===== config.mk =====
export PLATFORM = sky130hd
export DESIGN_NAME = matrix_multiply_core
export DESIGN_NICKNAME = d
export VERILOG_FILES = /design/src/hw/rtl/mm_pkg.sv /design/src/hw/rtl/mm_store.sv /design/src/hw/rtl/mm_mac.sv /design/src/hw/rtl/matrix_multiply_core.sv
export SDC_FILE = /design/constraint.sdc
export NUM_CORES = 2
export LEC_CHECK = 0
export ABC_AREA = 1
export ABC_CLOCK_PERIOD_IN_PS = 8800
export BUFFER_PORTS_ARGS = -buffer_cell sky130_fd_sc_hd__buf_2
export CORE_UTILIZATION = 65
export DETAILED_ROUTE_END_ITERATION = 10
export PLACE_DENSITY = 0.81
export SETUP_SLACK_MARGIN = 0.2
export SLEW_MARGIN = 20
export SYNTH_ARGS = -nofsm -noshare
export SYNTH_HDL_FRONTEND = slang
export SYNTH_SLANG_ARGS = --single-unit

===== constraint.sdc =====
create_clock -name i_clk -period 8.8 [get_ports i_clk]
set_input_delay 1.76 -clock i_clk [delete_from_list [all_inputs] [get_ports i_clk]]
set_output_delay 1.76 -clock i_clk [all_outputs]
set_load 0.005 [all_outputs]

===== src/hw/rtl/mm_pkg.sv =====
// Shared types, sizes and helper functions for the matrix multiply core.
package mm_pkg;

    localparam int MAX_DIM    = 8;
    localparam int ELEM_WIDTH = 16;

    // Stored element width: the port carries 16 bits, narrower builds keep the low bits.
    localparam int ELEM_BITS = (ELEM_WIDTH < 16) ? ELEM_WIDTH : 16;
    localparam int FRAC_BITS = 12;

    localparam int IDX_W   = (MAX_DIM > 1) ? $clog2(MAX_DIM) : 1;
    localparam int DEPTH   = MAX_DIM * MAX_DIM;
    localparam int ADDR_W  = (DEPTH > 1) ? $clog2(DEPTH) : 1;
    localparam int ACC_W   = 2 * ELEM_BITS + $clog2(MAX_DIM) + 1;

    // Fixed port field widths.
    localparam int PORT_IDX_W = 3;
    localparam int VAL_W      = 16;
    localparam int DIM_W      = 4;
    localparam int CFG_IDX_W  = 2;

    typedef enum logic [1:0] {
        FUNC_LOAD_A  = 2'd0,
        FUNC_LOAD_B  = 2'd1,
        FUNC_COMPUTE = 2'd2
    } t_func;

    typedef enum logic [CFG_IDX_W-1:0] {
        CFG_A_ROWS = 2'd0,
        CFG_A_COLS = 2'd1,
        CFG_B_ROWS = 2'd2,
        CFG_B_COLS = 2'd3
    } t_cfg_reg;

    typedef enum logic [1:0] {
        S_IDLE,
        S_MAC,
        S_DRAIN,
        S_EMIT
    } t_state;

    // Control tag that travels alongside one multiply-accumulate operand pair.
    typedef struct packed {
        logic valid;
        logic first;
        logic last;
    } t_mac_ctl;

    function automatic logic [ADDR_W-1:0] addr_of(input logic [IDX_W-1:0] row,
                                                  input logic [IDX_W-1:0] col);
        int full;
        full = int'(row) * MAX_DIM + int'(col);
        return ADDR_W'(full);
    endfunction

    // Largest index in use for a dimension register; zero acts as one, large values clamp.
    function automatic logic [IDX_W-1:0] dim_max(input logic [DIM_W-1:0] dim);
        logic [IDX_W-1:0] res;
        if (dim == '0) begin
            res = '0;
        end else if (int'(dim) > MAX_DIM) begin
            res = IDX_W'(MAX_DIM - 1);
        end else begin
            res = IDX_W'(int'(dim) - 1);
        end
        return res;
    endfunction

endpackage


===== src/hw/rtl/mm_store.sv =====
// Element store: one write port and one registered read port.
module mm_store (
    input  logic                                 i_clk,
    input  logic                                 i_we,
    input  logic [mm_pkg::ADDR_W-1:0]            i_waddr,
    input  logic signed [mm_pkg::ELEM_BITS-1:0]  i_wdata,
    input  logic [mm_pkg::ADDR_W-1:0]            i_raddr,
    output logic signed [mm_pkg::ELEM_BITS-1:0]  o_rdata
);
    import mm_pkg::*;

    logic signed [ELEM_BITS-1:0] r_mem [DEPTH];
    logic signed [ELEM_BITS-1:0] r_rdata;

    always_ff @(posedge i_clk) begin
        if (i_we) begin
            r_mem[i_waddr] <= i_wdata;
        end
    end

    always_ff @(posedge i_clk) begin
        r_rdata <= r_mem[i_raddr];
    end

    assign o_rdata = r_rdata;

endmodule


===== src/hw/rtl/mm_mac.sv =====
// Shared multiply-accumulate unit with rounding and saturation of the sum.
module mm_mac (
    input  logic                                 i_clk,
    input  logic                                 i_rst_n,
    input  mm_pkg::t_mac_ctl                     i_ctl,
    input  logic signed [mm_pkg::ELEM_BITS-1:0]  i_a,
    input  logic signed [mm_pkg::ELEM_BITS-1:0]  i_b,
    output logic                                 o_done,
    output logic signed [mm_pkg::ELEM_BITS-1:0]  o_result
);
    import mm_pkg::*;

    localparam logic signed [ACC_W:0] ROUND_ADD = (ACC_W+1)'(1 << (FRAC_BITS - 1));
    localparam logic signed [ACC_W:0] SAT_HI    = (ACC_W+1)'((1 << (ELEM_BITS - 1)) - 1);
    localparam logic signed [ACC_W:0] SAT_LO    = -SAT_HI - (ACC_W+1)'(1);

    t_mac_ctl                      r_ctl;
    logic signed [2*ELEM_BITS-1:0] r_prod;
    logic signed [ACC_W-1:0]       r_acc;
    logic                          r_done;
    logic signed [ACC_W:0]         w_rounded;

    always_ff @(posedge i_clk) begin
        if (!i_rst_n) begin
            r_ctl  <= '0;
            r_done <= 1'b0;
        end else begin
            r_ctl  <= i_ctl;
            r_done <= r_ctl.valid && r_ctl.last;
        end
    end

    always_ff @(posedge i_clk) begin
        if (i_ctl.valid) begin
            r_prod <= i_a * i_b;
        end
        if (r_ctl.valid) begin
            if (r_ctl.first) begin
                r_acc <= ACC_W'(r_prod);
            end else begin
                r_acc <= r_acc + ACC_W'(r_prod);
            end
        end
    end

    // Adding half an LSB and flooring rounds half toward plus infinity.
    assign w_rounded = ((ACC_W+1)'(r_acc) + ROUND_ADD) >>> FRAC_BITS;

    always_comb begin
        if (w_rounded > SAT_HI) begin
            o_result = ELEM_BITS'(SAT_HI);
        end else if (w_rounded < SAT_LO) begin
            o_result = ELEM_BITS'(SAT_LO);
        end else begin
            o_result = ELEM_BITS'(w_rounded);
        end
    end

    assign o_done = r_done;

endmodule


===== src/hw/rtl/matrix_multiply_core.sv =====
// Matrix multiply core: element stores, sequencer and output register around one MAC unit.
//
//  Channel  Dir  tdata (low bit up)                          tuser / tlast
//  s        in   row_index, col_index, element_value, pad    tuser: func
//  m        out  product_value, out_row, out_col, pad        tuser: size_mismatch, tlast: last
//  cfg      in   write enable, index, 4-bit value            -
//
// A load beat is taken while idle. A compute beat keeps the input side not
// ready while it walks the result: each element issues a MAC per inner index
// up to a_cols, then waits for read, multiply, accumulate and hand-off on the
// shared multiplier. On a size mismatch each element is a zero product with
// no MAC issue. Reset is synchronous; stores are not cleared. A stalled
// output holds its beat and the next element is computed behind it.
module matrix_multiply_core (
    input  logic                              i_clk,
    input  logic                              i_rst_n,
    input  logic                              i_s_tvalid,
    output logic                              o_s_tready,
    input  logic [23:0]                       i_s_tdata,  // row_index, col_index, element_value
    input  logic [1:0]                        i_s_tuser,  // func
    output logic                              o_m_tvalid,
    input  logic                              i_m_tready,
    output logic [23:0]                       o_m_tdata,  // product_value, out_row, out_col
    output logic                              o_m_tuser,  // size_mismatch
    output logic                              o_m_tlast,  // last
    input  logic                              i_cfg_we,
    input  logic [mm_pkg::CFG_IDX_W-1:0]      i_cfg_idx,
    input  logic [mm_pkg::DIM_W-1:0]          i_cfg_data
);
    import mm_pkg::*;

    logic [DIM_W-1:0] r_a_rows, r_a_cols, r_b_rows, r_b_cols;

    t_state            r_state, n_state;
    logic [IDX_W-1:0]  r_row, n_row, r_col, n_col, r_k, n_k;
    logic [IDX_W-1:0]  r_rmax, n_rmax, r_cmax, n_cmax, r_kmax, n_kmax;
    logic              r_mis, n_mis;
    t_mac_ctl          r_iss, n_iss;
    logic              w_emit;

    logic                  r_out_valid;
    logic [VAL_W-1:0]      r_out_val;
    logic [PORT_IDX_W-1:0] r_out_row, r_out_col;
    logic                  r_out_last, r_out_mis;

    logic [PORT_IDX_W-1:0]       w_in_row, w_in_col;
    logic signed [ELEM_BITS-1:0] w_in_val;
    logic                        w_accept, w_in_range, w_we_a, w_we_b;
    logic [ADDR_W-1:0]           w_waddr, w_raddr_a, w_raddr_b;
    logic signed [ELEM_BITS-1:0] w_rd_a, w_rd_b, w_mac_res;
    logic                        w_mac_done, w_last_elem, w_out_free;

    assign w_in_row   = i_s_tdata[2:0];
    assign w_in_col   = i_s_tdata[5:3];
    assign w_in_val   = i_s_tdata[6 +: ELEM_BITS];
    assign w_accept   = i_s_tvalid && o_s_tready;
    assign w_in_range = (int'(w_in_row) < MAX_DIM) && (int'(w_in_col) < MAX_DIM);
    assign w_waddr    = addr_of(IDX_W'(w_in_row), IDX_W'(w_in_col));
    assign w_we_a     = w_accept && w_in_range && (t_func'(i_s_tuser) == FUNC_LOAD_A);
    assign w_we_b     = w_accept && w_in_range && (t_func'(i_s_tuser) == FUNC_LOAD_B);
    assign w_raddr_a  = addr_of(r_row, r_k);
    assign w_raddr_b  = addr_of(r_k, r_col);
    assign w_last_elem = (r_row == r_rmax) && (r_col == r_cmax);
    assign w_out_free = !r_out_valid || i_m_tready;

    always_ff @(posedge i_clk) begin
        if (!i_rst_n) begin
            r_a_rows <= DIM_W'(1);
            r_a_cols <= DIM_W'(1);
            r_b_rows <= DIM_W'(1);
            r_b_cols <= DIM_W'(1);
        end else if (i_cfg_we) begin
            case (t_cfg_reg'(i_cfg_idx))
                CFG_A_ROWS: r_a_rows <= i_cfg_data;
                CFG_A_COLS: r_a_cols <= i_cfg_data;
                CFG_B_ROWS: r_b_rows <= i_cfg_data;
                CFG_B_COLS: r_b_cols <= i_cfg_data;
                default: ;
            endcase
        end
    end

    mm_store u_store_a (
        .i_clk   (i_clk),
        .i_we    (w_we_a),
        .i_waddr (w_waddr),
        .i_wdata (w_in_val),
        .i_raddr (w_raddr_a),
        .o_rdata (w_rd_a)
    );

    mm_store u_store_b (
        .i_clk   (i_clk),
        .i_we    (w_we_b),
        .i_waddr (w_waddr),
        .i_wdata (w_in_val),
        .i_raddr (w_raddr_b),
        .o_rdata (w_rd_b)
    );

    // The issue tag is registered to line up with the registered store reads.
    mm_mac u_mac (
        .i_clk    (i_clk),
        .i_rst_n  (i_rst_n),
        .i_ctl    (r_iss),
        .i_a      (w_rd_a),
        .i_b      (w_rd_b),
        .o_done   (w_mac_done),
        .o_result (w_mac_res)
    );

    always_ff @(posedge i_clk) begin
        if (!i_rst_n) begin
            r_state <= S_IDLE;
            r_iss   <= '0;
        end else begin
            r_state <= n_state;
            r_iss   <= n_iss;
        end
    end

    always_ff @(posedge i_clk) begin
        r_row  <= n_row;
        r_col  <= n_col;
        r_k    <= n_k;
        r_rmax <= n_rmax;
        r_cmax <= n_cmax;
        r_kmax <= n_kmax;
        r_mis  <= n_mis;
    end

    always_comb begin
        n_state = r_state;
        n_row   = r_row;
        n_col   = r_col;
        n_k     = r_k;
        n_rmax  = r_rmax;
        n_cmax  = r_cmax;
        n_kmax  = r_kmax;
        n_mis   = r_mis;
        n_iss   = '0;
        w_emit  = 1'b0;
        o_s_tready = 1'b0;
        case (r_state)
            S_IDLE: begin
                o_s_tready = 1'b1;
                if (i_s_tvalid && (t_func'(i_s_tuser) == FUNC_COMPUTE)) begin
                    n_rmax = dim_max(r_a_rows);
                    n_cmax = dim_max(r_b_cols);
                    n_kmax = dim_max(r_a_cols);
                    n_mis  = dim_max(r_a_cols) != dim_max(r_b_rows);
                    n_row  = '0;
                    n_col  = '0;
                    n_k    = '0;
                    n_state = n_mis ? S_EMIT : S_MAC;
                end
            end
            S_MAC: begin
                n_iss.valid = 1'b1;
                n_iss.first = (r_k == '0);
                n_iss.last  = (r_k == r_kmax);
                if (r_k == r_kmax) begin
                    n_state = S_DRAIN;
                end else begin
                    n_k = r_k + IDX_W'(1);
                end
            end
            S_DRAIN: begin
                if (w_mac_done) begin
                    n_state = S_EMIT;
                end
            end
            S_EMIT: begin
                if (w_out_free) begin
                    w_emit = 1'b1;
                    n_k    = '0;
                    if (w_last_elem) begin
                        n_state = S_IDLE;
                    end else begin
                        n_state = r_mis ? S_EMIT : S_MAC;
                        if (r_col == r_cmax) begin
                            n_col = '0;
                            n_row = r_row + IDX_W'(1);
                        end else begin
                            n_col = r_col + IDX_W'(1);
                        end
                    end
                end
            end
            default: n_state = S_IDLE;
        endcase
    end

    always_ff @(posedge i_clk) begin
        if (!i_rst_n) begin
            r_out_valid <= 1'b0;
        end else if (w_emit) begin
            r_out_valid <= 1'b1;
        end else if (i_m_tready) begin
            r_out_valid <= 1'b0;
        end
    end

    always_ff @(posedge i_clk) begin
        if (w_emit) begin
            r_out_val  <= r_mis ? '0 : VAL_W'(w_mac_res);
            r_out_row  <= PORT_IDX_W'(r_row);
            r_out_col  <= PORT_IDX_W'(r_col);
            r_out_last <= w_last_elem;
            r_out_mis  <= r_mis;
        end
    end

    assign o_m_tvalid = r_out_valid;
    assign o_m_tdata  = {2'b00, r_out_col, r_out_row, r_out_val};
    assign o_m_tuser  = r_out_mis;
    assign o_m_tlast  = r_out_last;

endmodule


==> impl_metrics.env <==
export IMPL_timing_reg2reg_worst_path_depth=16
export IMPL_synth_top_area_share_pct=64.9
export IMPL_critical_path_cell_chain="nand2_1, inv_1, fa_1, fa_1, inv_1, fa_1, fa_1, inv_1, fa_1, fa_1, ha_1, a21oi_1, o21ai_0, a221oi_1, o211ai_1, xor2_1"
export IMPL_clkTransAtPathRegs_ps=60
export IMPL_avgSynthCellArea_um2=11.7
export IMPL_count_of_maximum_capacitance_violations=0
export IMPL_clock_latency_ps=870
export IMPL_min_from="u_mac.r_ctl[0]"
export IMPL_crit_slowest_cell="fa_1"
export IMPL_detailedRoute_firstIterationViolations=10000
export IMPL_vias_in_the_first_global_route=67700
export IMPL_met1Wirelength_mm=93.1
export IMPL_routabilityCongestion=0.907
export IMPL_wire_per_inst_um=24.5
export IMPL_viasPerCell=6.47
export IMPL_wirelength_mm=262
export IMPL_cp_start_kind="flop"
export IMPL_postLayoutSetupSlackWorst_ps=2270
export IMPL_finalHoldViolations=0
export IMPL_worst_slew_pin_transition_ps=1200
export IMPL_most_used_dff_post_synth="edfxtp_1"
export IMPL_r2r_start="u_store_b.o_rdata[1]"
export IMPL_worst_setup_path_end_kind="flop"
export IMPL_postSynthRegisterBits=2217
export IMPL_cp_required_ps=9390
export IMPL_critPathMaxFanout=16
export IMPL_post_synth_top_area_cell="edfxtp_1"
export IMPL_r2r_slack_ps=2270
export IMPL_syn_warnings=0
export IMPL_yosysSeqAreaShare_pct=66.1
export IMPL_timing_final_max_slew_violations=0
export IMPL_dp_slack_ps=2260
export IMPL_holdPathEnd="u_mac.o_done"
export IMPL_die_x_um=394
export IMPL_grt_max_degree=232
export IMPL_final_layout_size_suffix_gt1_share_pct=7.22
export IMPL_hold_buffers=0
export IMPL_max_slew_margin_rel_pct=20.3
export IMPL_final_cells=10700
export IMPL_setup_total_negative_slack_ps=0
export IMPL_cts_buffer_depth=3
export IMPL_port_buffers=60
export IMPL_num_vias=69100
export IMPL_nNetsFinal=8885
export IMPL_synth_edf_count=2159
export IMPL_core_region_area_um2=152000
export IMPL_path_class="reg2reg"
export IMPL_hpwl_after_detailed_placement_mm=150
export IMPL_fillerInstances=9698
export IMPL_global_route_usage_total_pct=33.2
export IMPL_layout_worst_path_cycle_share_pct=74.2
export IMPL_place_inst=10300
export IMPL_initial_util_pct=65.6
export IMPL_syn_area_um2=99900
export IMPL_finalSetupViolCount=0
export IMPL_tritoncts_num_buffers=209
export IMPL_commonest_cells_post_synth="edfxtp_1 (2159), nor2_1 (1532), o21ai_0 (1278)"
export IMPL_maxUsedRoutingLayer="met5"
export IMPL_ctsRootBufferMaster="clkbuf_16"
export IMPL_final_min_clock_period_ps=6530
export IMPL_critical_path_max_stage_delay_ps=960
export IMPL_drt_antenna_violating_nets=0
export IMPL_tritoncts_num_sinks=2217
export IMPL_post_cts_setup_buffer_count=0
export IMPL_timing_hold_worst_path_depth=2
export IMPL_fp_row_count=143
export IMPL_grt_first_pass_wirelength_mm=391
export IMPL_max_freq_mhz=153
export IMPL_syn_inst=8525
export IMPL_post_cts_resized_instances=0
export IMPL_result_of_the_run="finished clean"
export IMPL_detailroute_wirelength_met2_mm=121
export IMPL_syn_to_final_growth_pct=9.01
export IMPL_grt_antenna_before_repair=11
export IMPL_holdCritPathClass="reg2reg"
export IMPL_reg2reg_to="u_mac.r_prod[31]"
export IMPL_synth_most_common_cell="edfxtp_1"
export IMPL_drcViolationCount=0
export IMPL_tritoncts_clock_tree="done"
export IMPL_floorplan_die_area_um2=155000
export IMPL_grt_setup_unrepaired="no"
export IMPL_synth_top_cells_by_area="edfxtp_1 (65%), o21ai_0 (6.4%), nor2_1 (5.8%)"
export IMPL_ys_types=49
export IMPL_die_h_um=394
export IMPL_finalClockSkew_ps=61.7
export IMPL_cts_htree_levels=4
export IMPL_detail_route_first_pass_iterations=7
export IMPL_routed_wl_met3_mm=31.5
export IMPL_design_portCount=65
export IMPL_async_flop_share_pct=0
export IMPL_path_common_cell="fa_1"
export IMPL_globalRouteOverflowTotal=0
export IMPL_worstPathArrival_ps=7120
[flip-flops by register name, indices dropped and copies added, names as in the netlist, 16 cells and up]
register,cells
r_out_val,16
u_store_b.r_mem,1024
u_mac.r_acc,36
u_mac.r_prod,32
u_store_a.o_rdata,16
u_store_b.o_rdata,16
u_store_a.r_mem,1024
[final cells by class]
class,instances,area (um2),area share [%]
clock buffer,256,5550,5.10
tap,2030,2540,2.33
inverter,591,2250,2.07
timing repair buffer,247,1910,1.75
antenna,6,15.0,0.0138
clock inverter,137,1060,0.974
multi-input combinational,5193,29600,27.2
sequential,2217,66000,60.6
[placed cells by master (no fill, tap or decap), drive strengths merged, types with 13 or more instances in the layout]
master,n
o211ai,55
ha,126
dfxtp,58
xor2,39
edfxtp,2159
o21ai,1367
inv,599
a31oi,13
fa,263
nor2,1539
o21bai,17
a21o,13
clkbuf,256
a21oi,99
nand2,784
buf,247
o22ai,574
clkinv,111
nand3,145
nand4,13
nor3,35
or2,26
xnor2,33
o221ai,24
[routing by layer]
layer | up-vias | global-route usage, %
met4 | 6 | 19.0
met3 | 874 | 7.00
met1 | 33300 | 43.5
li1 | 30000 | -
met5 | - | 0
met2 | 4850 | 52.1
[critical path: cells and delay by family (launching register included)]
| kind | cells | cell delay, ps |
|---|---|---|
| adders and majority gates | 7 | 3680 |
| AOI/OAI and AO/OA | 4 | 980 |
| DFF | 1 | 770 |
| buffers and inverters | 3 | 440 |
| and+or+nand+nor | 1 | 220 |
| xor gates and xnor gates | 1 | 190 |
[kinds of logic after synthesis]
kind of cell / share of synthesized area (%)
AOI/OAI and AO/OA: 12.0
and+or+nand+nor: 10.1
other: 0.00375
adders and majority gates: 6.85
xor gates and xnor gates: 0.631
DFF: 66.1
buffers and inverters: 4.40
[per-stage QoR]
step | hold slack (ps) | utilization, % | area (um2)
final | 427 | 71.5 | 109000
after global routing | 450 | 71.5 | 109000
after CTS | 432 | 71.5 | 109000
after detailed placement | 404 | 67.2 | 102000
after global placement | 400 | 67.1 | 102000
after floorplan | 390 | - | 99900
[how the worst max path moves through the flow]
stage	slack, ps	start	endpoint	cells after the start
after floorplan	3200	u_store_b.o_rdata[5]	u_mac.r_prod[28]	20
after global placement	2410	u_store_b.o_rdata[1]	u_mac.r_prod[31]	16
after CTS	2310	u_store_b.o_rdata[1]	u_mac.r_prod[31]	16
final	2270	u_store_b.o_rdata[1]	u_mac.r_prod[31]	16
after detailed placement	2260	u_store_b.o_rdata[1]	u_mac.r_prod[31]	16
after global routing	1970	u_store_b.o_rdata[1]	u_mac.r_prod[31]	16
Power is not shown: default switching activity piles up to over one toggle a cycle in this logic, so the estimate is an artifact.
